File: config.mk
export PLATFORM = sky130hd
export DESIGN_NAME = rle_frame_buffer_decoder_top
export DESIGN_NICKNAME = d
export VERILOG_FILES = /design/src/rtl/rfbd_pkg.sv /design/src/rtl/rfbd_ram.sv /design/src/rtl/rfbd_ctrl.sv /design/src/rtl/rle_frame_buffer_decoder_top.sv
export SDC_FILE = /design/constraint.sdc
export NUM_CORES = 2
export LEC_CHECK = 0
export BUFFER_PORTS_ARGS = -buffer_cell sky130_fd_sc_hd__buf_2
export CAP_MARGIN = 0
export CORE_MARGIN = 3
export CORE_UTILIZATION = 57
export CTS_CLUSTER_DIAMETER = 80
export DETAILED_ROUTE_END_ITERATION = 7
export GPL_ROUTABILITY_DRIVEN = 1
export PLACE_DENSITY = 0.75
export SYNTH_ARGS = -nofsm -noshare
export SYNTH_HDL_FRONTEND = slang
export SYNTH_SLANG_ARGS = --single-unit
export TNS_END_PERCENT = 20
File: constraint.sdc
create_clock -name clk_i -period 15.2 [get_ports clk_i]
set_clock_uncertainty 0.2 [all_clocks]
set_input_delay 0 -clock clk_i [delete_from_list [all_inputs] [get_ports clk_i]]
set_output_delay 0 -clock clk_i [all_outputs]
set_load 0.01 [all_outputs]
File: src/rtl/rfbd_pkg.sv
// Shared types and constants for the run-length frame store decoder.
package rfbd_pkg;

  localparam int unsigned StoreBytesDef = 504;
  localparam int unsigned DataW         = 8;
  localparam int unsigned ReadAddrW     = 9;
  localparam int unsigned InTdataW      = 24;
  localparam int unsigned OutTdataW     = 16;

  // Request kind on the slave side (tuser).
  localparam logic CmdImage = 1'b0;
  localparam logic CmdRead  = 1'b1;

  // Result kind on the master side (tuser).
  localparam logic KindStatus = 1'b0;
  localparam logic KindRead   = 1'b1;

  typedef enum logic [2:0] {
    StClear,
    StIdle,
    StFill,
    StRead,
    StStatus,
    StResult
  } state_e;

  typedef struct packed {
    logic             kind;
    logic             ok;
    logic [DataW-1:0] data;
  } result_t;

endpackage

File: src/rtl/rfbd_ram.sv
// Generic single-write, single-read RAM with registered read data.
module rfbd_ram #(
  parameter int unsigned Width = 8,
  parameter int unsigned Depth = 504,
  localparam int unsigned AddrW = (Depth > 1) ? $clog2(Depth) : 1
) (
  input  logic             clk_i,
  input  logic             we_i,
  input  logic [AddrW-1:0] waddr_i,
  input  logic [Width-1:0] wdata_i,
  input  logic             re_i,
  input  logic [AddrW-1:0] raddr_i,
  output logic [Width-1:0] rdata_o
);

  logic [Width-1:0] mem_q [Depth];
  logic [Width-1:0] rdata_q;

  always_ff @(posedge clk_i) begin
    if (we_i) begin
      mem_q[waddr_i] <= wdata_i;
    end
    if (re_i) begin
      rdata_q <= mem_q[raddr_i];
    end
  end

  assign rdata_o = rdata_q;

endmodule

File: src/rtl/rfbd_ctrl.sv
// Decode sequencer: run parsing, store fill, clearing pass, reads and status.
module rfbd_ctrl import rfbd_pkg::*; #(
  parameter int unsigned STORE_BYTES = StoreBytesDef,
  localparam int unsigned IdxW = (STORE_BYTES > 1) ? $clog2(STORE_BYTES) : 1
) (
  input  logic                 clk_i,
  input  logic                 rst_ni,
  input  logic                 in_valid_i,
  output logic                 in_ready_o,
  input  logic                 in_cmd_i,
  input  logic [DataW-1:0]     in_data_i,
  input  logic                 in_last_i,
  input  logic [ReadAddrW-1:0] in_addr_i,
  output logic                 res_valid_o,
  input  logic                 res_ready_i,
  output result_t              res_o,
  output logic                 mem_we_o,
  output logic [IdxW-1:0]      mem_waddr_o,
  output logic [DataW-1:0]     mem_wdata_o,
  output logic                 mem_re_o,
  output logic [IdxW-1:0]      mem_raddr_o,
  input  logic [DataW-1:0]     mem_rdata_i
);

  // Pointer holds 0..STORE_BYTES; sums and compares need one more bit.
  localparam int unsigned PtrW = $clog2(STORE_BYTES + 1);
  localparam int unsigned SumW = ((PtrW > DataW) ? PtrW : DataW) + 1;
  localparam int unsigned CmpW = (PtrW > ReadAddrW) ? PtrW : ReadAddrW;

  state_e           state_q, state_d;
  logic [PtrW-1:0]  wp_q, wp_d;
  logic [DataW-1:0] pend_q, pend_d;
  logic             exp_q, exp_d;
  logic             fail_q, fail_d;
  logic             last_q, last_d;
  logic [DataW-1:0] val_q, val_d;
  logic             rdok_q, rdok_d;
  result_t          res_q, res_d;

  always_comb begin
    logic go_fill;
    go_fill     = 1'b0;
    state_d     = state_q;
    wp_d        = wp_q;
    pend_d      = pend_q;
    exp_d       = exp_q;
    fail_d      = fail_q;
    last_d      = last_q;
    val_d       = val_q;
    rdok_d      = rdok_q;
    res_d       = res_q;
    in_ready_o  = 1'b0;
    res_valid_o = 1'b0;
    mem_we_o    = 1'b0;
    mem_waddr_o = wp_q[IdxW-1:0];
    mem_wdata_o = val_q;
    mem_re_o    = 1'b0;
    mem_raddr_o = IdxW'(in_addr_i);

    unique case (state_q)
      StClear: begin
        // Zero one store byte per cycle after reset.
        mem_we_o    = 1'b1;
        mem_wdata_o = '0;
        if (wp_q == PtrW'(STORE_BYTES - 1)) begin
          wp_d    = '0;
          state_d = StIdle;
        end else begin
          wp_d = wp_q + PtrW'(1);
        end
      end
      StIdle: begin
        in_ready_o = 1'b1;
        if (in_valid_i) begin
          if (in_cmd_i == CmdRead) begin
            mem_re_o = 1'b1;
            rdok_d   = CmpW'(in_addr_i) < CmpW'(STORE_BYTES);
            state_d  = StRead;
          end else begin
            last_d = in_last_i;
            if (!fail_q) begin
              if (!exp_q) begin
                if ((in_data_i == '0) ||
                    (SumW'(wp_q) + SumW'(in_data_i) > SumW'(STORE_BYTES))) begin
                  fail_d = 1'b1;
                end else begin
                  pend_d = in_data_i;
                  exp_d  = 1'b1;
                end
              end else begin
                val_d   = in_data_i;
                go_fill = 1'b1;
              end
            end
            if (go_fill) begin
              state_d = StFill;
            end else if (in_last_i) begin
              state_d = StStatus;
            end
          end
        end
      end
      StFill: begin
        // One store write per cycle until the run is spent.
        mem_we_o = 1'b1;
        wp_d     = wp_q + PtrW'(1);
        pend_d   = pend_q - DataW'(1);
        if (pend_q == DataW'(1)) begin
          exp_d   = 1'b0;
          state_d = last_q ? StStatus : StIdle;
        end
      end
      StRead: begin
        res_d.kind = KindRead;
        res_d.ok   = 1'b0;
        res_d.data = rdok_q ? mem_rdata_i : '0;
        state_d    = StResult;
      end
      StStatus: begin
        res_d.kind = KindStatus;
        res_d.ok   = !fail_q && !exp_q && (wp_q == PtrW'(STORE_BYTES));
        res_d.data = '0;
        // Rearm for the next image; the store keeps its contents.
        wp_d       = '0;
        pend_d     = '0;
        exp_d      = 1'b0;
        fail_d     = 1'b0;
        state_d    = StResult;
      end
      StResult: begin
        res_valid_o = 1'b1;
        if (res_ready_i) begin
          state_d = StIdle;
        end
      end
      default: begin
        state_d = StIdle;
      end
    endcase
  end

  always_ff @(posedge clk_i or negedge rst_ni) begin
    if (!rst_ni) begin
      state_q <= StClear;
      wp_q    <= '0;
      pend_q  <= '0;
      exp_q   <= 1'b0;
      fail_q  <= 1'b0;
      last_q  <= 1'b0;
    end else begin
      state_q <= state_d;
      wp_q    <= wp_d;
      pend_q  <= pend_d;
      exp_q   <= exp_d;
      fail_q  <= fail_d;
      last_q  <= last_d;
    end
  end

  always_ff @(posedge clk_i) begin
    val_q  <= val_d;
    rdok_q <= rdok_d;
    res_q  <= res_d;
  end

  assign res_o = res_q;

endmodule

File: src/rtl/rle_frame_buffer_decoder_top.sv
// Top level of the run-length frame store decoder.
//
// The block takes a compressed image as a stream of (count, value) byte pairs
// and fills a frame store of STORE_BYTES bytes from a running write pointer.
// The byte flagged with tlast ends the image: it returns one status result
// (decode_ok high only if the image filled the store exactly, with no zero
// count, no overlong run and an even length) and rearms the decoder. After a
// failure the remaining bytes of the image are dropped until the last one;
// pairs decoded before the failure stay written. A read request (tuser high)
// returns one store byte, or zero for an address beyond the store.
// After reset a clearing pass zeroes the store, one byte a cycle, and no
// request is taken until it ends. A count byte is only registered. A value
// byte starts a fill that writes the run one byte a cycle, since the run
// goes through the single write port of the store RAM. The last byte adds a
// status step and a hand-off of the result to the output register. A read
// goes through issue, registered RAM read and result. The hand-off stretches
// for as long as the output register is still full. A finished result waits
// in the output register, so the next request is taken while the result is
// still held on the master side.
module rle_frame_buffer_decoder_top import rfbd_pkg::*; #(
  parameter int unsigned STORE_BYTES = StoreBytesDef
) (
  input  logic                 clk_i,
  input  logic                 rst_ni,
  // tdata: data_byte [7:0], read_address [16:8], zero fill
  input  logic [InTdataW-1:0]  s_axis_tdata_i,
  // tuser: cmd
  input  logic                 s_axis_tuser_i,
  input  logic                 s_axis_tlast_i,
  input  logic                 s_axis_tvalid_i,
  output logic                 s_axis_tready_o,
  // tdata: decode_ok [0], read_data [8:1], zero fill
  output logic [OutTdataW-1:0] m_axis_tdata_o,
  // tuser: result_kind
  output logic                 m_axis_tuser_o,
  output logic                 m_axis_tvalid_o,
  input  logic                 m_axis_tready_i
);

  localparam int unsigned IdxW = (STORE_BYTES > 1) ? $clog2(STORE_BYTES) : 1;

  logic             mem_we;
  logic [IdxW-1:0]  mem_waddr;
  logic [DataW-1:0] mem_wdata;
  logic             mem_re;
  logic [IdxW-1:0]  mem_raddr;
  logic [DataW-1:0] mem_rdata;

  logic             res_valid;
  logic             res_ready;
  result_t          res;

  logic             out_valid_q, out_valid_d;
  result_t          out_q;

  // Frame store.
  rfbd_ram #(
    .Width (DataW),
    .Depth (STORE_BYTES)
  ) u_store (
    .clk_i   (clk_i),
    .we_i    (mem_we),
    .waddr_i (mem_waddr),
    .wdata_i (mem_wdata),
    .re_i    (mem_re),
    .raddr_i (mem_raddr),
    .rdata_o (mem_rdata)
  );

  // Run parser, fill sequencer and read/status path.
  rfbd_ctrl #(
    .STORE_BYTES (STORE_BYTES)
  ) u_ctrl (
    .clk_i       (clk_i),
    .rst_ni      (rst_ni),
    .in_valid_i  (s_axis_tvalid_i),
    .in_ready_o  (s_axis_tready_o),
    .in_cmd_i    (s_axis_tuser_i),
    .in_data_i   (s_axis_tdata_i[7:0]),
    .in_last_i   (s_axis_tlast_i),
    .in_addr_i   (s_axis_tdata_i[16:8]),
    .res_valid_o (res_valid),
    .res_ready_i (res_ready),
    .res_o       (res),
    .mem_we_o    (mem_we),
    .mem_waddr_o (mem_waddr),
    .mem_wdata_o (mem_wdata),
    .mem_re_o    (mem_re),
    .mem_raddr_o (mem_raddr),
    .mem_rdata_i (mem_rdata)
  );

  // Output register: load when empty or when the held result is taken.
  assign res_ready = !out_valid_q || m_axis_tready_i;

  always_comb begin
    out_valid_d = out_valid_q;
    if (res_ready) begin
      out_valid_d = res_valid;
    end
  end

  always_ff @(posedge clk_i or negedge rst_ni) begin
    if (!rst_ni) begin
      out_valid_q <= 1'b0;
    end else begin
      out_valid_q <= out_valid_d;
    end
  end

  always_ff @(posedge clk_i) begin
    if (res_ready && res_valid) begin
      out_q <= res;
    end
  end

  assign m_axis_tvalid_o = out_valid_q;
  assign m_axis_tuser_o  = out_q.kind;
  assign m_axis_tdata_o  = {(OutTdataW - DataW - 1)'(0), out_q.data, out_q.ok};

endmodule

==> impl_metrics.tcl <==
set metrics [dict create \
    maxCapViolCount 0 \
    hold_depth 7 \
    r2r_end "u_store.mem_q[271][7]" \
    synth_seq_cells 4093 \
    path_buf_inv 5 \
    setup_viol 0 \
    cp_top_family "buffers and inverters" \
    core_mm2 0.277 \
    power_density_mw_per_mm2 128 \
    ys_seq_area_share_pct 77.0 \
    postSynthAreaPerCell_um2 21.2 \
    viasPerCell 6.95 \
    tightest_slew_ns 1.54 \
    dpl.hpwl_um 240000 \
    yosysUniqueCellTypes 73 \
    status "finished, violations left" \
    syn_inst 7521 \
    pin_count 49 \
    fin_nets 7751 \
    antenna_left 0 \
    crit_type "input port to flop" \
    synth-edff-count 4069 \
    yosys.area_share.simple_pct 2.74 \
    clk_path_buf_depth 4 \
    power.leakage_nw 45.0 \
    final_layout_size_suffix_gt1_share_pct 22.6 \
    synthAdderAreaFrac_pct 0.122 \
    start_util_pct 57.5 \
    cts_tree "done" \
    synth_compound_area_share_pct 2.61 \
    hold_path.class "input port to flop" \
    holdPathEnd "u_store.rdata_o[2]" \
    worstPathArrival_ns 5.83 \
    die_w_um 535 \
    die_h_um 535 \
    drv_slew 44 \
    setup_slack_ns 9.82 \
    reg2reg_depth 6 \
    gp_congestion 0.915 \
    synthXorXnorAreaFrac_pct 0.0659 \
    rsz0062_at_grt "false" \
    synth_top_family_by_area "multiplexers" \
    antenna_found_initial 35 \
    peakVddDrop_v 0.000114 \
    dpl_worst_slack_ns 9.06 \
    portBuffers 34 \
    fp-row-count 193 \
    power_mw 22.7 \
    slowest_delay_ns 0.72 \
    rrSetupSlack_ns 9.86 \
    path_max_fanout 93 \
    period_share_pct 35.4 \
    cts_resized 0 \
    synthMuxAreaShare_pct 15.8 \
    overflow 0 \
    grt_pass1_wl_um 594000 \
    clkLatencyLatePin_ns 0.92 \
    placedCellCount 11000 \
    fmax_ghz 0.186 \
    met3_usage_pct 8.97 \
    dr_total_vias 81700 \
    drtIter0Drc 12500 \
    syn2layout_area_growth_pct 10.9 \
    cp.required_ns 15.64 \
    yosysWarnings 0 \
    drtPass1Iterations 7 \
    cts-htree-levels 5 \
    gr-usage-met2_pct 43.6 \
    fin_crit_ns 5.38 \
    syn_area_mm2 0.160 \
    grt_util_met1_pct 40.5 \
    placed_area_mm2 0.164 \
    fillers 17600 \
    numCtsBuffers 402 \
    fin_area_mm2 0.177 \
    wl_um 417000 \
    drc 0 \
    rr_startpoint "u_ctrl.state_q[0]" \
    cts_sinks 4093 \
    final_util_pct 63.8 \
    grt_use_total_pct 29.1 \
    root_buffer "clkbuf_16" \
    critPathLaunchType "input port" \
    cts_hold_buf 34 \
    cp-end-kind "flop" \
    hold_violations 0 \
    violations "max-slew violations" \
    crit_slowest_cell "buf_4" \
    max-slew-margin-rel_pct -2.75 \
    synth_ff_type "edfxtp_1" \
    path_clk_slew_ns 0.07 \
    wl_per_cell_um 35.5 \
    finalNonFillerCells 11800 \
    grt_max_degree 237 \
    ys_async_sr_fraction_pct 0.586 \
    crit_chain "buf_12 -> buf_4 -> buf_12 -> buf_4 -> mux4_2 -> mux4_2 -> nand2_1 -> a41oi_1 -> nor4_1 -> a311oi_1 -> a31o_1 -> dlygate4sd3_1" \
    grt_pass1_vias 80200 \
    hp-start "s_axis_tdata_i[13]" \
    postCtsSetupRepairBufs 0 \
    grt_busiest_layer "met2" \
    die-area_mm2 0.286 \
]
-- where the power goes --
part                    switching, mW  internal (mW)  total, mW
clock                            4.21           5.66       9.87
combinational                   0.418          0.195      0.612
sequential     0.00000000000000000541           12.2       12.2
total                            4.62           18.1       22.7
-- final cells by class --
| class | count | area (um2) | area share, % |
|---|---|---|---|
| antenna | 17 | 42.5 | 0.0240 |
| clock buffer | 482 | 10500 | 5.95 |
| clock inverter | 251 | 2460 | 1.39 |
| inverter | 21 | 98.8 | 0.0558 |
| multi-input combinational | 2955 | 34400 | 19.5 |
| sequential | 4093 | 123000 | 69.4 |
| tap | 3705 | 4640 | 2.62 |
| timing repair buffer | 233 | 1990 | 1.12 |
-- worst reg2reg max path, cell delays in order, from the launching register on --
cell	delay (ns)
dfrtp_1	0.56
nor3_2	0.09
buf_4	0.22
nor2b_4	0.79
buf_4	0.95
buf_4	0.97
buf_4	1.05
-- sequential cells by signal, summed over array words and instances, names as in the netlist --
register / count
u_ctrl.val_q: 8
u_ctrl.rdok_q: 1
u_ctrl.last_q: 1
u_ctrl.exp_q: 1
u_ctrl.state_q: 3
m_axis_tuser_o: 1
u_store.rdata_o: 8
u_ctrl.mem_waddr_o: 9
u_ctrl.fail_q: 1
m_axis_tdata_o: 9
u_ctrl.res_o: 10
u_store.mem_q: 4032
m_axis_tvalid_o: 1
u_ctrl.pend_q: 8
-- per-layer routing --
layer | routed length (um) | vias up | share of wire [%]
met1 | 146000 | 42500 | 35
met5 | 126 | - | 0.030
met4 | 20100 | 12 | 4.8
met2 | 192000 | 6269 | 46
met3 | 58000 | 1010 | 14
li1 | - | 31900 | -
-- stage by stage --
| step | hold WS, ns | setup TNS (ns) |
|---|---|---|
| 4_1_cts | 0.0516 | 0 |
| 5_1_grt | 0.151 | 0 |
| 2_1_floorplan | -0.496 | -2639.76 |
| 3_3_place_gp | -0.190 | 0 |
| 6_report | 0.152 | 0 |
| 3_5_place_dp | -0.190 | 0 |
-- cells by family (layout without fill, tap and decap cells) --
group | count (synthesis) | in the layout
flip-flops | 4093 | 4093
multiplexers | 1298 | 1298
AND/OR/NAND/NOR | 1028 | 1028
AO/OA/AOI/OAI | 595 | 595
buffers and inverters | 479 | 987
adder cells (fa/ha/maj) | 15 | 15
XOR/XNOR | 12 | 12
other | 1 | 24
-- worst max-delay path by stage --
stage,to,slack [ns],from,depth (start not counted)
6_report,u_store.rdata_o[4],9.82,s_axis_tdata_i[8],12
5_1_grt,u_store.mem_q[286][7],9.60,u_ctrl.state_q[0],6
4_1_cts,u_store.rdata_o[4],9.89,s_axis_tdata_i[8],12
3_3_place_gp,u_store.rdata_o[3],9.16,s_axis_tdata_i[8],10
3_5_place_dp,u_store.rdata_o[5],9.06,s_axis_tdata_i[8],12
2_1_floorplan,u_store.mem_q[0][0],-0.65,u_ctrl.state_q[0],3
-- cell usage in the layout, fill, tap and decap left out, drive strengths merged, types with 8 or more instances in the layout --
cell type / synthesis / layout
nor3b: 8 / 8
clkinv: 1 / 182
and3: 24 / 24
mux2i: 288 / 288
mux2: 31 / 31
a221oi: 31 / 31
a2111oi: 10 / 10
o21ai: 65 / 65
nand2b: 14 / 14
o22ai: 98 / 98
dlygate4sd3: 0 / 34
edfxtp: 4069 / 4069
a22o: 19 / 19
a22oi: 39 / 39
a31oi: 24 / 24
a21oi: 106 / 106
nor4: 15 / 15
a211oi: 23 / 23
inv: 20 / 32
or3: 15 / 15
nand2: 194 / 194
and2: 9 / 9
nand3: 47 / 47
nor3: 60 / 60
nor2b: 25 / 25
nand4: 14 / 14
clkbuf: 215 / 483
buf: 243 / 198
diode: 0 / 17
nor2: 587 / 587
dfrtp: 24 / 24
o221ai: 90 / 90
xor2: 10 / 10
mux4: 979 / 979
o211ai: 9 / 9
ha: 14 / 14
clkinvlp: 0 / 16
bufinv: 0 / 42
-- synth_stat cells (7+ instances only) --
master | instances | area share (%)
o22ai_1 | 98 | 0.38
dfrtp_1 | 24 | 0.38
ha_1 | 14 | 0.11
a22oi_1 | 39 | 0.18
a21o_1 | 7 | 0.033
buf_2 | 97 | 0.30
nand3_1 | 47 | 0.15
or3_1 | 15 | 0.059
mux2_2 | 31 | 0.22
a221o_1 | 7 | 0.044
buf_1 | 27 | 0.064
buf_6 | 40 | 0.28
and3_1 | 24 | 0.094
clkbuf_1 | 215 | 0.51
a21oi_1 | 106 | 0.33
buf_4 | 68 | 0.32
o211ai_1 | 9 | 0.042
a221oi_1 | 31 | 0.17
a31oi_1 | 24 | 0.094
a211oi_1 | 23 | 0.11
o221ai_1 | 90 | 0.49
xor2_1 | 10 | 0.055
a211o_1 | 7 | 0.038
buf_8 | 8 | 0.075
o31ai_1 | 7 | 0.033
mux2i_1 | 288 | 1.8
nor3_1 | 60 | 0.19
mux4_2 | 979 | 14
nor2_1 | 587 | 1.4
edfxtp_1 | 4069 | 77
nand2_1 | 194 | 0.46
and2_1 | 8 | 0.031
nand2b_1 | 14 | 0.055
nand4_1 | 14 | 0.055
nor2b_1 | 25 | 0.098
nor4_1 | 15 | 0.059
o21ai_0 | 65 | 0.20
nor3b_1 | 8 | 0.038
inv_1 | 16 | 0.038
a2111oi_0 | 10 | 0.055
a22o_1 | 19 | 0.10
No activity file was read; power rests on OpenSTA's default activity.
